### src/hdl/pmlfq_pkg.sv
// pmlfq_pkg: shared codes and constants for the thread scheduler
// operation, status, thread-state and register-index codes; no dependencies
package pmlfq_pkg;

  localparam int LVL_W   = 2;
  localparam int STAMP_W = 16;

  localparam logic [5:0] PRIO_START = 6'd31;
  localparam logic [4:0] AGE_MAX    = 5'd31;
  localparam logic [3:0] CNT_MAX    = 4'd15;

  // thread states
  localparam logic [1:0] ST_BLOCKED = 2'd0;
  localparam logic [1:0] ST_READY   = 2'd1;
  localparam logic [1:0] ST_RUNNING = 2'd2;

  // operations
  localparam logic [2:0] OP_TICK    = 3'd0;
  localparam logic [2:0] OP_CREATE  = 3'd1;
  localparam logic [2:0] OP_BLOCK   = 3'd2;
  localparam logic [2:0] OP_UNBLOCK = 3'd3;
  localparam logic [2:0] OP_YIELD   = 3'd4;
  localparam logic [2:0] OP_SETPRIO = 3'd5;
  localparam logic [2:0] OP_EXIT    = 3'd6;

  // result status
  localparam logic [1:0] STS_OK      = 2'd0;
  localparam logic [1:0] STS_FULL    = 2'd1;
  localparam logic [1:0] STS_BAD     = 2'd2;
  localparam logic [1:0] STS_IGNORED = 2'd3;

  // configuration register indexes
  localparam logic [2:0] CFG_MODE   = 3'd0;
  localparam logic [2:0] CFG_AGELIM = 3'd1;
  localparam logic [2:0] CFG_CAP    = 3'd2;
  localparam logic [2:0] CFG_RR     = 3'd3;
  localparam logic [2:0] CFG_SLICE0 = 3'd4;
  localparam logic [2:0] CFG_SLICE1 = 3'd5;
  localparam logic [2:0] CFG_SLICE2 = 3'd6;

endpackage

### src/hdl/priority_mlfq_scheduler_with_aging_top.sv
// A rejected op, an unused op or an unblock from interrupt context while a thread runs
// goes straight to the result; dispatching ops (create, block, unblock, yield, set
// priority, exit) scan every slot to pick the thread to run; a tick first ages the ready
// threads, each queue head in turn over the levels scanned, and dispatches again when it
// yields. One slot per cycle through one comparator.
// One item at a time; the result register lets the next item enter while it waits.
// Reset (rst, synchronous) empties the thread table at once: no clearing pass.
// depends on pmlfq_pkg
module priority_mlfq_scheduler_with_aging_top #(
  parameter int MAX_THREADS = 16,
  parameter int NUM_LEVELS  = 3
) (
  input  logic       clk,
  input  logic       rst,
  input  logic       in_valid,
  output logic       in_stall,
  input  logic [2:0] op,
  input  logic [3:0] thread_index,
  input  logic [5:0] priority_value,
  input  logic       from_interrupt,
  output logic       out_valid,
  input  logic       out_stall,
  output logic [3:0] running_index,
  output logic       running_valid,
  output logic [3:0] created_index,
  output logic       switched,
  output logic [1:0] status,
  input  logic       cfg_valid,
  output logic       cfg_ready,
  input  logic [2:0] cfg_index,
  input  logic [5:0] cfg_data
);

  localparam int SW = $clog2(MAX_THREADS);
  localparam logic [SW-1:0] LAST = SW'(MAX_THREADS - 1);
  localparam logic [pmlfq_pkg::LVL_W-1:0] TOP_LVL = pmlfq_pkg::LVL_W'(NUM_LEVELS - 1);

  localparam logic [3:0] S_IDLE  = 4'd0;
  localparam logic [3:0] S_START = 4'd1;
  localparam logic [3:0] S_SCAN  = 4'd2;
  localparam logic [3:0] S_TPROC = 4'd3;
  localparam logic [3:0] S_TEND  = 4'd4;
  localparam logic [3:0] S_ENQ   = 4'd5;
  localparam logic [3:0] S_DISP  = 4'd6;
  localparam logic [3:0] S_PRE   = 4'd7;
  localparam logic [3:0] S_DONE  = 4'd8;

  localparam logic [1:0] R_TICK = 2'd0;
  localparam logic [1:0] R_DISP = 2'd1;
  localparam logic [1:0] R_PRE  = 2'd2;

  // configuration
  logic       mode;
  logic [4:0] age_limit;
  logic [5:0] cap;
  logic [3:0] rr_slice;
  logic [3:0] slice0, slice1, slice2;

  // thread table
  logic [MAX_THREADS-1:0]         used;
  logic [1:0]                     st    [MAX_THREADS];
  logic [5:0]                     prio  [MAX_THREADS];
  logic [pmlfq_pkg::LVL_W-1:0]    lvl   [MAX_THREADS];
  logic [4:0]                     age   [MAX_THREADS];
  logic [3:0]                     slice [MAX_THREADS];
  logic [pmlfq_pkg::STAMP_W-1:0]  stamp [MAX_THREADS];

  // scheduler state
  logic [pmlfq_pkg::STAMP_W-1:0] counter;
  logic [SW-1:0] cur;
  logic          cv;
  logic [3:0]    stc;

  // sequencer and scan unit
  logic [3:0]    state;
  logic [1:0]    ret;
  logic [SW-1:0] scan_idx;
  logic [SW-1:0] best_idx;
  logic          best_found;
  logic [5:0]    best_prio;
  logic [pmlfq_pkg::LVL_W-1:0]   best_lvl;
  logic [pmlfq_pkg::STAMP_W-1:0] best_stamp;
  logic [MAX_THREADS-1:0] seen;
  logic          scan_any;
  logic [pmlfq_pkg::LVL_W-1:0] scan_lvl;

  // latched item and result
  logic [2:0] op_q;
  logic [3:0] idx_q;
  logic [5:0] pv_q;
  logic       intr_q;
  logic [SW-1:0] created_r;
  logic       sw_r;
  logic [1:0] status_r;
  logic       force_sw;

  function automatic logic [3:0] slice_for(input logic [pmlfq_pkg::LVL_W-1:0] l,
                                           input logic [3:0] a, input logic [3:0] b,
                                           input logic [3:0] c);
    logic [3:0] r;
    if (l == '0) r = a;
    else if (l == pmlfq_pkg::LVL_W'(1)) r = b;
    else r = c;
    return r;
  endfunction

  // single table read port
  logic [SW-1:0] ra;
  logic [SW-1:0] uidx;
  logic [1:0]    rd_st;
  logic [5:0]    rd_prio;
  logic [pmlfq_pkg::LVL_W-1:0]   rd_lvl;
  logic [4:0]    rd_age;
  logic [3:0]    rd_slice;
  logic [pmlfq_pkg::STAMP_W-1:0] rd_stamp;

  assign uidx = SW'(idx_q);

  always_comb begin
    case (state)
      S_SCAN:  ra = scan_idx;
      S_TPROC: ra = best_idx;
      S_START: ra = uidx;
      default: ra = cur;
    endcase
  end

  assign rd_st    = st[ra];
  assign rd_prio  = prio[ra];
  assign rd_lvl   = lvl[ra];
  assign rd_age   = age[ra];
  assign rd_slice = slice[ra];
  assign rd_stamp = stamp[ra];

  // first free slot
  logic [SW-1:0] free_idx;
  logic          full;
  always_comb begin
    free_idx = '0;
    full     = 1'b1;
    for (int i = MAX_THREADS - 1; i >= 0; i--) begin
      if (!used[i]) begin
        free_idx = SW'(i);
        full     = 1'b0;
      end
    end
  end

  logic idx_bad;
  assign idx_bad = (32'(idx_q) >= MAX_THREADS) || !used[uidx] ||
                   (rd_st != pmlfq_pkg::ST_BLOCKED);

  // decode of the latched op: status, forced switch and where the first scan returns
  logic [1:0] start_sts;
  logic [1:0] start_ret;
  logic       start_force;
  always_comb begin
    case (op_q)
      pmlfq_pkg::OP_CREATE:  start_sts = full ? pmlfq_pkg::STS_FULL : pmlfq_pkg::STS_OK;
      pmlfq_pkg::OP_BLOCK:   start_sts = cv ? pmlfq_pkg::STS_OK : pmlfq_pkg::STS_BAD;
      pmlfq_pkg::OP_EXIT:    start_sts = cv ? pmlfq_pkg::STS_OK : pmlfq_pkg::STS_BAD;
      pmlfq_pkg::OP_UNBLOCK: start_sts = idx_bad ? pmlfq_pkg::STS_BAD : pmlfq_pkg::STS_OK;
      pmlfq_pkg::OP_SETPRIO: start_sts = mode ? pmlfq_pkg::STS_IGNORED :
                                         (cv ? pmlfq_pkg::STS_OK : pmlfq_pkg::STS_BAD);
      default:               start_sts = pmlfq_pkg::STS_OK;
    endcase
  end

  always_comb begin
    case (op_q)
      pmlfq_pkg::OP_TICK:    start_ret = R_TICK;
      pmlfq_pkg::OP_CREATE:  start_ret = cv ? R_PRE : R_DISP;
      pmlfq_pkg::OP_UNBLOCK: start_ret = cv ? R_PRE : R_DISP;
      pmlfq_pkg::OP_SETPRIO: start_ret = R_PRE;
      default:               start_ret = R_DISP;
    endcase
  end

  assign start_force = ((op_q == pmlfq_pkg::OP_BLOCK) || (op_q == pmlfq_pkg::OP_EXIT)) && cv;

  // slot comparator: candidate at scan_idx against best so far
  logic [pmlfq_pkg::STAMP_W-1:0] wait_c, wait_b;
  logic older, prec, elig, take;
  assign wait_c = counter - rd_stamp;
  assign wait_b = counter - best_stamp;
  assign older  = wait_c > wait_b;
  assign prec   = mode ? ((rd_lvl != best_lvl) ? (rd_lvl < best_lvl) : older)
                       : ((rd_prio != best_prio) ? (rd_prio > best_prio) : older);
  assign elig   = used[scan_idx] && (rd_st == pmlfq_pkg::ST_READY) && !seen[scan_idx] &&
                  (scan_any || (rd_lvl == scan_lvl));
  assign take   = elig && (!best_found || prec);

  // aging of the picked slot
  logic [4:0] age_inc;
  logic       promote;
  assign age_inc = (rd_age == pmlfq_pkg::AGE_MAX) ? rd_age : rd_age + 5'd1;
  assign promote = (age_inc >= age_limit) && (mode || (rd_prio < cap));

  // end of tick for the running thread
  logic       expired;
  logic [pmlfq_pkg::LVL_W-1:0] nl;
  logic [3:0] stc_inc;
  logic       tend_yield;
  assign expired    = rd_slice <= 4'd1;
  assign nl         = (rd_lvl >= TOP_LVL) ? TOP_LVL : rd_lvl + pmlfq_pkg::LVL_W'(1);
  assign stc_inc    = (stc == pmlfq_pkg::CNT_MAX) ? stc : stc + 4'd1;
  assign tend_yield = !cv || (mode ? expired : (stc_inc >= rr_slice));

  // preemption test of queue head against running thread
  logic win;
  assign win = mode ? (best_lvl < rd_lvl) : (best_prio > rd_prio);

  assign in_stall  = (state != S_IDLE);
  assign cfg_ready = 1'b1;

  // control state, config and table valid bits
  always_ff @(posedge clk) begin
    if (rst) begin
      state      <= S_IDLE;
      ret        <= R_DISP;
      cv         <= 1'b0;
      cur        <= '0;
      counter    <= '0;
      stc        <= '0;
      used       <= '0;
      for (int i = 0; i < MAX_THREADS; i++) st[i] <= pmlfq_pkg::ST_BLOCKED;
      out_valid  <= 1'b0;
      best_found <= 1'b0;
      seen       <= '0;
      scan_idx   <= '0;
      mode       <= 1'b0;
      age_limit  <= 5'd20;
      cap        <= 6'd31;
      rr_slice   <= 4'd4;
      slice0     <= 4'd2;
      slice1     <= 4'd4;
      slice2     <= 4'd8;
    end else begin
      // register writes
      if (cfg_valid) begin
        case (cfg_index)
          pmlfq_pkg::CFG_MODE:   mode      <= cfg_data[0];
          pmlfq_pkg::CFG_AGELIM: age_limit <= cfg_data[4:0];
          pmlfq_pkg::CFG_CAP:    cap       <= cfg_data;
          pmlfq_pkg::CFG_RR:     rr_slice  <= cfg_data[3:0];
          pmlfq_pkg::CFG_SLICE0: slice0    <= cfg_data[3:0];
          pmlfq_pkg::CFG_SLICE1: slice1    <= cfg_data[3:0];
          pmlfq_pkg::CFG_SLICE2: slice2    <= cfg_data[3:0];
          default: ;
        endcase
      end

      if (out_valid && !out_stall && state != S_DONE) out_valid <= 1'b0;

      case (state)
        S_IDLE: begin
          if (in_valid) begin
            op_q   <= op;
            idx_q  <= thread_index;
            pv_q   <= priority_value;
            intr_q <= from_interrupt;
            state  <= S_START;
          end
        end

        // decode the op and start the first scan (a yield requeues first; an op with no dispatch finishes)
        S_START: begin
          sw_r       <= 1'b0;
          created_r  <= (op_q == pmlfq_pkg::OP_CREATE) ? free_idx : '0;
          status_r   <= start_sts;
          force_sw   <= start_force;
          seen       <= '0;
          scan_idx   <= '0;
          best_found <= 1'b0;
          scan_any   <= !((op_q == pmlfq_pkg::OP_TICK) && mode);
          scan_lvl   <= pmlfq_pkg::LVL_W'(1);
          ret        <= start_ret;
          case (op_q)
            pmlfq_pkg::OP_TICK: state <= S_SCAN;
            pmlfq_pkg::OP_CREATE: begin
              if (full) begin
                state <= S_DONE;
              end else begin
                used[free_idx] <= 1'b1;
                st[free_idx]   <= pmlfq_pkg::ST_READY;
                counter        <= counter + 16'd1;
                state          <= S_SCAN;
              end
            end
            pmlfq_pkg::OP_BLOCK: begin
              if (!cv) begin
                state <= S_DONE;
              end else begin
                st[cur] <= pmlfq_pkg::ST_BLOCKED;
                cv      <= 1'b0;
                state   <= S_SCAN;
              end
            end
            pmlfq_pkg::OP_UNBLOCK: begin
              if (idx_bad) begin
                state <= S_DONE;
              end else begin
                st[uidx] <= pmlfq_pkg::ST_READY;
                counter  <= counter + 16'd1;
                if (!cv || !intr_q) begin
                  state <= S_SCAN;
                end else begin
                  state <= S_DONE;
                end
              end
            end
            pmlfq_pkg::OP_YIELD: state <= S_ENQ;
            pmlfq_pkg::OP_SETPRIO: begin
              if (mode || !cv) begin
                state <= S_DONE;
              end else begin
                state <= S_SCAN;
              end
            end
            pmlfq_pkg::OP_EXIT: begin
              if (!cv) begin
                state <= S_DONE;
              end else begin
                used[cur] <= 1'b0;
                st[cur]   <= pmlfq_pkg::ST_BLOCKED;
                cv        <= 1'b0;
                state     <= S_SCAN;
              end
            end
            default: state <= S_DONE;
          endcase
        end

        // one slot per cycle through the comparator
        S_SCAN: begin
          if (take) begin
            best_found <= 1'b1;
            best_idx   <= scan_idx;
            best_prio  <= rd_prio;
            best_lvl   <= rd_lvl;
            best_stamp <= rd_stamp;
          end
          if (scan_idx == LAST) begin
            scan_idx <= '0;
            case (ret)
              R_TICK:  state <= S_TPROC;
              R_DISP:  state <= S_DISP;
              default: state <= S_PRE;
            endcase
          end else begin
            scan_idx <= scan_idx + SW'(1);
          end
        end

        // age the head found and look for the next; none left: next level in level mode, else end tick
        S_TPROC: begin
          best_found <= 1'b0;
          if (best_found) begin
            seen[best_idx] <= 1'b1;
            if (promote) counter <= counter + 16'd1;
            state <= S_SCAN;
          end else if (mode && (scan_lvl < TOP_LVL)) begin
            scan_lvl <= scan_lvl + pmlfq_pkg::LVL_W'(1);
            state    <= S_SCAN;
          end else begin
            state <= S_TEND;
          end
        end

        S_TEND: begin
          if (!mode) stc <= stc_inc;
          state <= tend_yield ? S_ENQ : S_DONE;
        end

        // requeue the running thread and dispatch over every slot
        S_ENQ: begin
          if (cv) begin
            st[cur] <= pmlfq_pkg::ST_READY;
            counter <= counter + 16'd1;
          end
          seen       <= '0;
          best_found <= 1'b0;
          scan_idx   <= '0;
          scan_any   <= 1'b1;
          ret        <= R_DISP;
          state      <= S_SCAN;
        end

        S_DISP: begin
          if (best_found) begin
            st[best_idx] <= pmlfq_pkg::ST_RUNNING;
            cur          <= best_idx;
          end else begin
            cur <= '0;
          end
          cv    <= best_found;
          stc   <= '0;
          sw_r  <= force_sw || (cv != best_found) || (best_found && (cur != best_idx));
          state <= S_DONE;
        end

        S_PRE: begin
          state <= (best_found && win) ? S_ENQ : S_DONE;
        end

        S_DONE: begin
          if (!out_valid || !out_stall) begin
            out_valid     <= 1'b1;
            running_index <= cv ? 4'(cur) : 4'd0;
            running_valid <= cv;
            created_index <= 4'(created_r);
            switched      <= sw_r;
            status        <= status_r;
            state         <= S_IDLE;
          end
        end

        default: state <= S_IDLE;
      endcase
    end
  end

  // table payload fields
  always_ff @(posedge clk) begin
    case (state)
      S_START: begin
        if (op_q == pmlfq_pkg::OP_CREATE && !full) begin
          prio[free_idx]  <= mode ? pmlfq_pkg::PRIO_START : pv_q;
          lvl[free_idx]   <= '0;
          slice[free_idx] <= slice0;
          age[free_idx]   <= '0;
          stamp[free_idx] <= counter;
        end else if (op_q == pmlfq_pkg::OP_UNBLOCK && !idx_bad) begin
          age[uidx]   <= '0;
          stamp[uidx] <= counter;
        end else if (op_q == pmlfq_pkg::OP_SETPRIO && !mode && cv) begin
          prio[cur] <= pv_q;
        end
      end
      S_TPROC: begin
        if (best_found) begin
          if (promote) begin
            age[best_idx]   <= '0;
            stamp[best_idx] <= counter;
            if (mode) lvl[best_idx] <= scan_lvl - pmlfq_pkg::LVL_W'(1);
            else      prio[best_idx] <= rd_prio + 6'd1;
          end else begin
            age[best_idx] <= age_inc;
          end
        end
      end
      S_TEND: begin
        if (mode && cv) begin
          if (expired) begin
            age[cur]   <= '0;
            lvl[cur]   <= nl;
            slice[cur] <= slice_for(nl, slice0, slice1, slice2);
          end else begin
            slice[cur] <= rd_slice - 4'd1;
          end
        end
      end
      S_ENQ: begin
        if (cv) begin
          age[cur]   <= '0;
          stamp[cur] <= counter;
        end
      end
      default: ;
    endcase
  end

  // checks
  logic [MAX_THREADS-1:0] run_vec;
  always_comb begin
    for (int i = 0; i < MAX_THREADS; i++) run_vec[i] = (st[i] == pmlfq_pkg::ST_RUNNING);
  end

  a_cur_running: assert property (@(posedge clk) disable iff (rst)
    (state == S_IDLE && cv) |-> (used[cur] && st[cur] == pmlfq_pkg::ST_RUNNING))
    else $error("running slot not marked running");

  a_one_running: assert property (@(posedge clk) disable iff (rst)
    $countones(run_vec) <= 1)
    else $error("more than one running thread");

  a_best_ready: assert property (@(posedge clk) disable iff (rst)
    (state == S_SCAN && best_found) |-> (used[best_idx] && st[best_idx] == pmlfq_pkg::ST_READY))
    else $error("scan head not a ready thread");

  a_done_out: assert property (@(posedge clk) disable iff (rst)
    (state == S_DONE && !(out_valid && out_stall)) |=> out_valid)
    else $error("finished item not presented");

endmodule
### config.mk
export PLATFORM = sky130hd
export DESIGN_NAME = priority_mlfq_scheduler_with_aging_top
export DESIGN_NICKNAME = d
export VERILOG_FILES = /design/src/hdl/pmlfq_pkg.sv /design/src/hdl/priority_mlfq_scheduler_with_aging_top.sv
export SDC_FILE = /design/constraint.sdc
export NUM_CORES = 1
export LEC_CHECK = 0
export BUFFER_PORTS_ARGS = -buffer_cell sky130_fd_sc_hd__buf_2
export CAP_MARGIN = 20
export CORE_MARGIN = 3
export CORE_UTILIZATION = 35
export DETAILED_ROUTE_END_ITERATION = 10
export SYNTH_ARGS = -nofsm -noshare
export SYNTH_HDL_FRONTEND = slang
export SYNTH_SLANG_ARGS = --single-unit
export TNS_END_PERCENT = 5
### constraint.sdc
create_clock -name clk -period 11.65 [get_ports clk]
set_input_delay 2.9125 -clock clk [delete_from_list [all_inputs] [get_ports clk]]
set_output_delay 2.9125 -clock clk [all_outputs]
set_load 0.05 [all_outputs]
; ---- Yosys cells after proc, flatten, opt, wreduce, memory -nomap -nowiden
; Memories as Yosys holds them, arrays and structs flattened.
; Cells that the tools add are included.
[totals]
regBits = 162
ramBits = 560
in_bits = 28
out_inout_bits = 15
wordCells = 457
n_memories = 6
[classes]
addsub = 11
n_lt_le_gt_ge = 19
n_eq_ne = 48
muxes = 228
bitwise_logic = 10
reduce_logical = 98
[mem_list]
columns = name, depth, word_bits, rd, rd_clocked_by_memory_dff, wr, line_no
row1 = stamp, 16, 16, 1, 0, 1, priority_mlfq_scheduler_with_aging_top.sv:66  ; logic [pmlfq_pkg::STAMP_W-1:0] stamp [MAX_THREADS];
row2 = prio, 16, 6, 1, 0, 1, priority_mlfq_scheduler_with_aging_top.sv:62  ; logic [5:0] prio [MAX_THREADS];
row3 = age, 16, 5, 1, 0, 1, priority_mlfq_scheduler_with_aging_top.sv:64  ; logic [4:0] age [MAX_THREADS];
row4 = slice, 16, 4, 1, 0, 1, priority_mlfq_scheduler_with_aging_top.sv:65  ; logic [3:0] slice [MAX_THREADS];
row5 = lvl, 16, 2, 1, 0, 1, priority_mlfq_scheduler_with_aging_top.sv:63  ; logic [pmlfq_pkg::LVL_W-1:0] lvl [MAX_THREADS];
row6 = st, 16, 2, 1, 0, 16, priority_mlfq_scheduler_with_aging_top.sv:61  ; logic [1:0] st [MAX_THREADS];
[op_table]
columns = op, n
row1 = $mux W4, 52
row2 = $mux W16, 11
row3 = $mux W1, 115
row4 = $pmux W16 S2, 3
row5 = $pmux W16 S3, 1
row6 = $reduce_or A16 Y1, 3
row7 = $pmux W4 S9, 1
row8 = $or A16 B16 Y16, 2
row9 = $sub A16 B16 Y16, 2
row10 = $mux W2, 15
row11 = $mux W5, 6
row12 = $reduce_and A2 Y1, 14
row13 = $ne A2 B2 Y1 const B, 13
row14 = $lt A4 B5 Y1 const B, 5
row15 = $pmux W4 S6, 1
row16 = $logic_and A1 B1 Y1, 20
row17 = $eq A3 B3 Y1 const B, 6
row18 = $mux W6, 3
row19 = $reduce_bool A2 Y1, 9
row20 = $reduce_or A2 Y1, 9
row21 = $add A16 B1 Y16 const B, 1
row22 = $and A16 B16 Y16, 1
row23 = $eq A4 B3 Y1 const B, 4
row24 = $gt A16 B16 Y1, 1
row25 = 56 further kinds, 116

; ---- Longest topological paths before layout
; Gate-level depths: netlist of the first run.
[depth]
word_depth = 26
mapped_depth = 43
mapped_depth_nobuf = 32

; ---- Least setup slack after synthesis of the first run
; OpenSTA, ideal clock, no wires.
[synth_timing]
path_type = flip-flop to flip-flop
from = register idx_q[0]
to = register best_idx[0] (enable)
setup_time_ps = 465
t_arrival_ps = 8586
t_required_ps = 11185
slack_ps = 2599
path_stages_with_launch = 38
path_buffers = 10
period_less_slack_ps = 9051
cell_sequence = edfxtp_1 -> buf_2 -> nor3b_4 -> o211ai_2 -> nand2_2 -> buf_6 -> buf_6 -> buf_6 -> buf_2 -> buf_2 -> buf_2 -> buf_2 -> clkbuf_1 -> clkbuf_1 -> nand2_1 -> nand3_1 -> o21ai_0 -> o21ai_0 -> [2 not listed] -> nor2b_1 -> o21ai_0 -> a21oi_1 -> o21a_1 -> o21a_1 -> o21a_1 -> o31ai_1 -> a21oi_1 -> o2111ai_1 -> nand4b_1 -> xnor3_1 -> ha_1 -> nand2_1 -> nor3_1 -> o21ai_0 -> a21oi_1 -> o21ai_0 -> a311oi_1
[synth_via]
elab_chain_cells = 9
word_cells_on_any_way = 23
classes_between = 1 x add/sub / 3 x order compare / 4 x eq/ne / 4 x mux / 7 x reduce/logical / 4 x memory
[synth_lines]
columns = element, line_no
row1 = start: declaration, priority_mlfq_scheduler_with_aging_top.sv:89  ; logic [3:0] idx_q;
row2 = start signal: assignment, priority_mlfq_scheduler_with_aging_top.sv:259  ; idx_q <= thread_index;
row3 = $pmux W4 S3 (*), priority_mlfq_scheduler_with_aging_top.sv:120  ; case (state)
row4 = $mem_v2 Z16 W16, n/a
row5 = $sub A16 B16 Y16, priority_mlfq_scheduler_with_aging_top.sv:184  ; assign wait_c = counter - rd_stamp;
row6 = $gt A16 B16 Y1, priority_mlfq_scheduler_with_aging_top.sv:186  ; assign older = wait_c > wait_b;
row7 = "$mux W1, on equally long branches", "priority_mlfq_scheduler_with_aging_top.sv:188, priority_mlfq_scheduler_with_aging_top.sv:187"
row8 = $mux W1, priority_mlfq_scheduler_with_aging_top.sv:187  ; assign prec = mode ? ((rd_lvl != best_lvl) ? (rd_lvl < best_lvl) : older)
row9 = $logic_or A1 B1 Y1, priority_mlfq_scheduler_with_aging_top.sv:191  ; assign take = elig && (!best_found || prec);
row10 = $logic_and A1 B1 Y1 (*), priority_mlfq_scheduler_with_aging_top.sv:191
row11 = $reduce_and A3 Y1 (no source line) (*), n/a
row12 = end signal: assignment, priority_mlfq_scheduler_with_aging_top.sv:338  ; best_idx <= scan_idx;
row13 = end: declaration, priority_mlfq_scheduler_with_aging_top.sv:78  ; logic [SW-1:0] best_idx;
; Every way passes the cells marked *; elsewhere a longest branch is shown, timed or not.
; A chain may end at the register's enable or synchronous reset.

; ---- Worst setup path after layout of the first run
[layout_timing]
from = register state[0]
to = register best_stamp[10] in the netlist's numbering (enable)
[layout_via]
elab_chain_cells = 10
word_cells_on_any_way = 26
classes_between = 1 x add/sub / 3 x order compare / 7 x eq/ne / 4 x mux / 7 x reduce/logical / 4 x memory
[layout_lines]
columns = element, line_no
row1 = start: declaration, priority_mlfq_scheduler_with_aging_top.sv:75  ; logic [3:0] state;
row2 = start signal: assignment, priority_mlfq_scheduler_with_aging_top.sv:372  ; state <= tend_yield ? S_ENQ : S_DONE;
row3 = $eq A4 B1 Y1 / $eq A4 B2 Y1 (equally long branches), priority_mlfq_scheduler_with_aging_top.sv:120
row4 = $pmux W4 S3 (*), priority_mlfq_scheduler_with_aging_top.sv:120
row5 = $mem_v2 Z16 W16 (*), n/a
row6 = "named net rd_stamp, one bit", priority_mlfq_scheduler_with_aging_top.sv:115  ; logic [pmlfq_pkg::STAMP_W-1:0] rd_stamp;
row7 = $sub A16 B16 Y16 (*), priority_mlfq_scheduler_with_aging_top.sv:184
row8 = $gt A16 B16 Y1 (*), priority_mlfq_scheduler_with_aging_top.sv:186
row9 = "$mux W1, on equally long branches", "priority_mlfq_scheduler_with_aging_top.sv:188, priority_mlfq_scheduler_with_aging_top.sv:187"
row10 = $mux W1 (*), priority_mlfq_scheduler_with_aging_top.sv:187
row11 = $logic_or A1 B1 Y1 (*), priority_mlfq_scheduler_with_aging_top.sv:191
row12 = $logic_and A1 B1 Y1 (*), priority_mlfq_scheduler_with_aging_top.sv:191
row13 = $reduce_and A3 Y1 (no source line) (*), n/a
row14 = end signal: assignment, priority_mlfq_scheduler_with_aging_top.sv:341  ; best_stamp <= rd_stamp;
row15 = end: declaration, priority_mlfq_scheduler_with_aging_top.sv:82  ; logic [pmlfq_pkg::STAMP_W-1:0] best_stamp;
; The timed path passes the listed nets; every way through them passes the cells marked *.

==> flow_summary.yaml, run 1 <==
detailed_routing:
  wl_per_cell_um: 21.3
  first_pass_iters: 6
  vias: 24215
  ant_nets: 0
  drcViolationCount: 0
  drt-initial-drc-count: 2168
  routed_wl_mm: 94.5
  vias_per_cell: 5.46
clock_tree:
  cts.sinks: 722
  post_cts_buffers: 0
  post_cts_resized: 0
  path_clk_slew_ns: 0.06
  ctsRootBufferMaster: "clkbuf_16"
  clkLatencyLatePin_ns: 0.65
  clockBufferDepth: 3
  cts_tree: "built"
  ctsHoldBuffers: 0
  cts_inserted_buffers: 77
  h-tree-depth: 3
worst_setup_path:
  ff2ff_path_depth: 30
  required_ns: 11.91
  cp-start-kind: "flop"
  path_max_fanout: 45
  cp_common_cell: "a21oi_1"
  crit_arrival_ns: 9.09
  path_delay_family: "compound AO/OA/AOI/OAI gates"
  crit_slowest_cell: "dfxtp_1"
  critPathKind: "reg -> reg"
  critPathCaptureType: "flop"
  reg2reg_setup_slack_ns: 2.82
  path_buf_inv: 3
  max_stage_delay_ns: 0.78
  rr_startpoint: "state[0]$_SDFFE_PP0P_"
  reg2reg_to: "best_stamp[10]$_DFFE_PP_"
synth:
  ys_ff_latch: 722
  seq_area_frac_synth_pct: 60.5
  async_flop_share_pct: 0
  synth-edff-count: 625
  synth_nets: 3176
  ys.flop_type: "edfxtp_1"
  post_synth.cell_area_avg_sq_um: 11.1
  synth_area_sq_mm: 0.0342
  yosysWarnings: 0
  yosys.area.top_type: "edfxtp_1"
  postSynthCellCount: 3070
  yosysTopAreaCellShare_pct: 54.8
  ys_types: 88
  synthTopCellsByArea: "edfxtp_1, nand2_1, dfxtp_1, ha_1, mux2i_1"
floorplanning:
  dieHeight_um: 319
  die-area_sq_mm: 0.102
  row_count: 114
  die_w_um: 319
  io_pins: 43
  core_sq_mm: 0.0969
  start_util_pct: 35.3
finish:
  multi_input_area_sq_mm: 0.0125
  final_util_pct: 39.9
  drive_above_1_share_pct: 10.3
  fillers: 9195
  layout_common_cells: "edfxtp_1, nand2_1, nor2_1"
  antenna_cells: 0
  areaGrowthSynthToFinish_pct: 12.8
  register_area_sq_mm: 0.0207
  fin_nets: 3212
  final_common_cell: "edfxtp_1"
min_path:
  hp-class: "reg -> reg"
  min_path_cells: 0
  hold_start: "created_r[2]$_SDFFCE_PP0P_"
  holdPathEnd: "created_index[2]$_DFFE_PP_"
power:
  p_leak_nw: 13.9
  power.density_mw_per_mm2: 226
  irDropWorstVdd_mv: 0.144
  p_total_mw: 8.71
sta:
  fmax_mhz: 113
  whs_ns: 0.425
  period_minus_slack_ns: 8.83
  worst_slew_pin_slew_ns: 1.08
  hold_viol: 0
  final_max_slew_viol_count: 0
  setup_tns_ns: 0
  rsz0062_at_grt: "false"
  setup_violations: 0
  relSlewSlack_pct: 27.1
  clock_skew_ns: 0.0378
  fin_crit_sh_pct: 75.8
global_route:
  track_usage_pct: 18.3
  grt_max_degree: 189
  grt_pass1_wl_mm: 144
  overflow: 0
  grt_pass1_vias: 23391
  antenna_found_initial: 0
placed_design:
  dp_hpwl_mm: 61.7
  portBuffers: 41
  routabilityCongestion: 0.904
outcome:
  status: "finished, final reports clean"
flow_run:
  cap_violations: 0
worst reg2reg max path, delay by kind of cell, from the launching register on:
| kind | cells | cell delay (ns) |
|---|---|---|
| AOI/OAI and AO/OA | 17 | 4.23 |
| xor gates and xnor gates | 1 | 0.20 |
| adders and majority gates | 2 | 0.54 |
| buffers and inverters | 3 | 1.33 |
| DFF | 1 | 0.78 |
| and+or+nand+nor | 7 | 1.34 |
metal layers:
layer	track usage, %	share of wire (%)
met1	24.7	43
met2	30.0	48
met3	2.41	5.7
met4	7.11	3.8
met5	0	0
state kept, by name, summed over array words and instances, names as in the netlist, 5 cells and up:
signal      count
lvl            32
age            80
cap             6
pv_q            6
used           16
age_limit       5
best_stamp     16
counter        16
slice          64
best_prio       6
prio           96
stamp         256
seen           16
st             32
how the worst max path moves through the flow:
stage                               start                  endpoint  slack (ns)  depth (start not counted)
CTS                 state[0]$_SDFFE_PP0P_  best_stamp[11]$_DFFE_PP_        2.87                         30
global route        state[0]$_SDFFE_PP0P_  best_stamp[15]$_DFFE_PP_        2.20                         30
floorplan              idx_q[0]$_DFFE_PP_     best_idx[0]$_DFFE_PP_        2.60                         37
finish              state[0]$_SDFFE_PP0P_  best_stamp[10]$_DFFE_PP_        2.82                         30
detailed placement  state[0]$_SDFFE_PP0P_   best_stamp[8]$_DFFE_PP_        2.91                         30
global placement    state[0]$_SDFFE_PP0P_    stamp[6][15]$_DFFE_PP_        3.11                         27
per-stage QoR:
| step | instances | worst slack, ns | instance area [sq um] |
|---|---|---|---|
| after floorplan | 3070 | 2.60 | 34200 |
| after global placement | 4291 | 3.11 | 36100 |
| after detailed placement | 4295 | 2.91 | 36100 |
| after CTS | 4430 | 2.87 | 38500 |
| after global routing | 4438 | 2.20 | 38600 |
| final | 4438 | 2.82 | 38600 |
cell type report:
cell class                 instances  share of cell area [%]
tap                             1276                    4.14
clock buffer                      99                    5.31
multi-input combinational       2058                    32.4
sequential                       722                    53.6
inverter                         106                    1.03
clock inverter                    36                    1.04
timing repair buffer             141                    2.47
power breakdown:
part / internal, mW / leakage (nW) / switching, mW
clock network: 1.35 / 1.19 / 1.04
logic: 1.19 / 6.41 / 2.23
registers: 2.86 / 6.32 / 0.0364
kinds of logic (layout without fill, tap and decap cells):
family                   Yosys count  in the layout  share of synthesized area (%)
flip-flops                       722            722                           60.5
other                              1              1                         0.0110
adder cells (fa/ha/maj)           78             78                           2.90
multiplexers                     116            116                           3.70
AND/OR/NAND/NOR                 1209           1209                           16.2
XOR/XNOR                          52             52                           1.37
buffers and inverters            290            382                           3.61
AO/OA/AOI/OAI                    602            602                           11.7
Yosys cell counts, drive strengths merged, types with 6 or more instances:
cell type	n
edfxtp	625
nand2	599
nor2	193
o21ai	139
a21oi	116
inv	105
nand3	104
clkbuf	103
dfxtp	97
mux2i	90
and3	88
buf	81
ha	76
a211oi	75
nor3	68
o211ai	56
a31oi	48
a311oi	38
nor4	37
xnor2	34
a21o	27
nand2b	22
nor2b	22
mux2	21
xor2	17
and2	16
a2111oi	13
o21a	13
nor3b	12
a21boi	11
nand4b	11
a211o	8
o22ai	8
nand4	7
o32ai	7
or2	7
nand3b	6
o211a	6
o31ai	6
Power figures use the tool's default switching activity.
==> inputs of run 2 (changes only) <==
Clock period 11.65 ns to 8.4 ns, I/O delays scaled along.
==> flow_summary.yaml, run 2 (synthesized netlist as in run 1, its figures left out) <==
outcome:
  status: "finished, final reports clean"
floorplanning:
  die-area_sq_mm: 0.102
  dieHeight_um: 319
  row_count: 114
  io_pins: 43
  core_sq_mm: 0.0969
  die_w_um: 319
  start_util_pct: 35.3
finish:
  layout_common_cells: "edfxtp_1, nand2_1, nor2_1"
  areaGrowthSynthToFinish_pct: 13.6
  final_common_cell: "edfxtp_1"
  largest_reg_flops: 256
  drive_above_1_share_pct: 11.2
  reg.largest.list: "stamp x256, prio x96, age x80"
  largest-register: "stamp"
  fin_nets: 3236
  post-route-cell-area_sq_mm: 0.0389
clock_tree:
  path_clk_slew_ns: 0.06
  h-tree-depth: 3
  post_cts_resized: 0
  ctsRootBufferMaster: "clkbuf_16"
  cts.sinks: 722
  clkLatencyLatePin_ns: 0.62
  ctsHoldBuffers: 0
  clockBufferDepth: 3
  cts_inserted_buffers: 79
  post_cts_buffers: 0
  cts_tree: "built"
sta:
  period_minus_slack_ns: 7.72
  setup_violations: 0
  worst_slew_pin_slew_ns: 1.01
  rsz0062_at_grt: "false"
  clock_skew_ns: 0.0269
  final_max_slew_viol_count: 0
  hold_viol: 0
  fmax_mhz: 129
  setup_tns_ns: 0
  fin_crit_sh_pct: 91.9
  relSlewSlack_pct: 30.5
placed_design:
  dp_hpwl_mm: 60.3
  portBuffers: 41
  routabilityCongestion: 0.908
  place_area_sq_mm: 0.0363
detailed_routing:
  vias_per_cell: 5.35
  routed_wl_mm: 91.2
  drt-initial-drc-count: 2038
  first_pass_iters: 5
  wl_per_cell_um: 20.4
  drcViolationCount: 0
  vias: 23930
  ant_nets: 0
power:
  irDropWorstVdd_mv: 0.215
  p_switching_mw: 4.54
  combPwrFrac_pct: 39.1
  power.density_mw_per_mm2: 315
  swShare_pct: 37.1
  p_leak_nw: 14.1
  p_int_mw: 7.71
  pwr-share-seq_pct: 32.8
  p_clk_share_pct: 28.1
worst_setup_path:
  required_ns: 8.68
  cp-start-kind: "flop"
  path_max_fanout: 32
  crit_slowest_cell: "edfxtp_1"
  critPathCaptureType: "flop"
  crit_arrival_ns: 8.00
  max_stage_delay_ns: 0.73
  critPathKind: "reg -> reg"
  cp_common_cell: "a21o_1"
global_route:
  grt_max_degree: 64
  overflow: 0
  grt_pass1_wl_mm: 139
  antenna_found_initial: 1
  track_usage_pct: 17.5
  grt_pass1_vias: 23030
flow_run:
  cap_violations: 0
min_path:
  hp-class: "reg -> reg"
## run 2: changes by cell type in the layout (fill, tap and decap cells not counted), moves of 3 or more
| cell | change |
|---|---|
| buf_4 | +17 |
| clkbuf_8 | +5 |
| clkbuf_16 | +4 |
| clkbuf_2 | +4 |
| clkinv_1 | -4 |
| clkinv_16 | -4 |
| clkinv_2 | +4 |
| clkbuf_1 | +3 |
## run 2: worst max-delay path: cells and delay by family, from the launching register on
family | cells | cell delay [ns]
AO/OA/AOI/OAI | 10 | 2.13
adder cells (fa/ha/maj) | 2 | 0.46
buffers and inverters | 3 | 0.70
flip-flops | 1 | 0.73
multiplexers | 3 | 1.16
AND/OR/NAND/NOR | 8 | 2.15
## run 2: cell type report
cell class	count	area, sq um
clock buffers	111	2230
fillers	9109	58000
inverters	106	398
repair buffers	162	1110
clock inverters	33	333
multi-input cells	2059	12500
diodes	2	5.00
well taps	1276	1600
flip-flops and latches	722	20700
## run 2: routing by layer
metal  routed length, um  vias to the layer above  global-route usage, %
li1                    -                    11417                      -
met1               39700                    11524                   23.5
met2               42700                      788                   28.2
met3                5070                      201                   2.69
met4                3730                        0                   7.22
met5                   0                        -                      0
## run 2: final timing paths
check                                                start                          to  slack (ns)  cells after the start
worst min register to register  created_r[0]$_SDFFCE_PP0P_  created_index[0]$_DFFE_PP_        0.42                      0
worst max-delay path                    idx_q[0]$_DFFE_PP_       stamp[6][1]$_DFFE_PP_        0.68                     26
worst max register to register          idx_q[0]$_DFFE_PP_       stamp[6][1]$_DFFE_PP_        0.68                     26
worst min-delay path            created_r[0]$_SDFFCE_PP0P_  created_index[0]$_DFFE_PP_        0.42                      0
## run 2: through the flow
stage | utilization (%) | power, mW | cells | hold slack [ns] | worst slack [ns]
CTS | 40.1 | 12.3 | 4461 | 0.421 | 0.414
floorplan | - | 7.51 | 3070 | 0.400 | 0.401
detailed placement | 37.4 | 8.87 | 4317 | 0.406 | 0.468
global placement | 37.4 | 8.83 | 4312 | 0.404 | 0.722
finish | 40.1 | 12.2 | 4471 | 0.419 | 0.677
global route | 40.1 | 13.0 | 4469 | 0.428 | 0.0636
## run 2: power groups by stage
stage | Combinational [mW] | Sequential, mW | Clock [mW]
2_1_floorplan | 3.43 | 4.07 | 0
3_3_place_gp | 4.74 | 4.09 | 0
3_5_place_dp | 4.78 | 4.09 | 0
4_1_cts | 4.80 | 4.01 | 3.51
5_1_grt | 5.33 | 4.02 | 3.65
6_report | 4.79 | 4.02 | 3.44
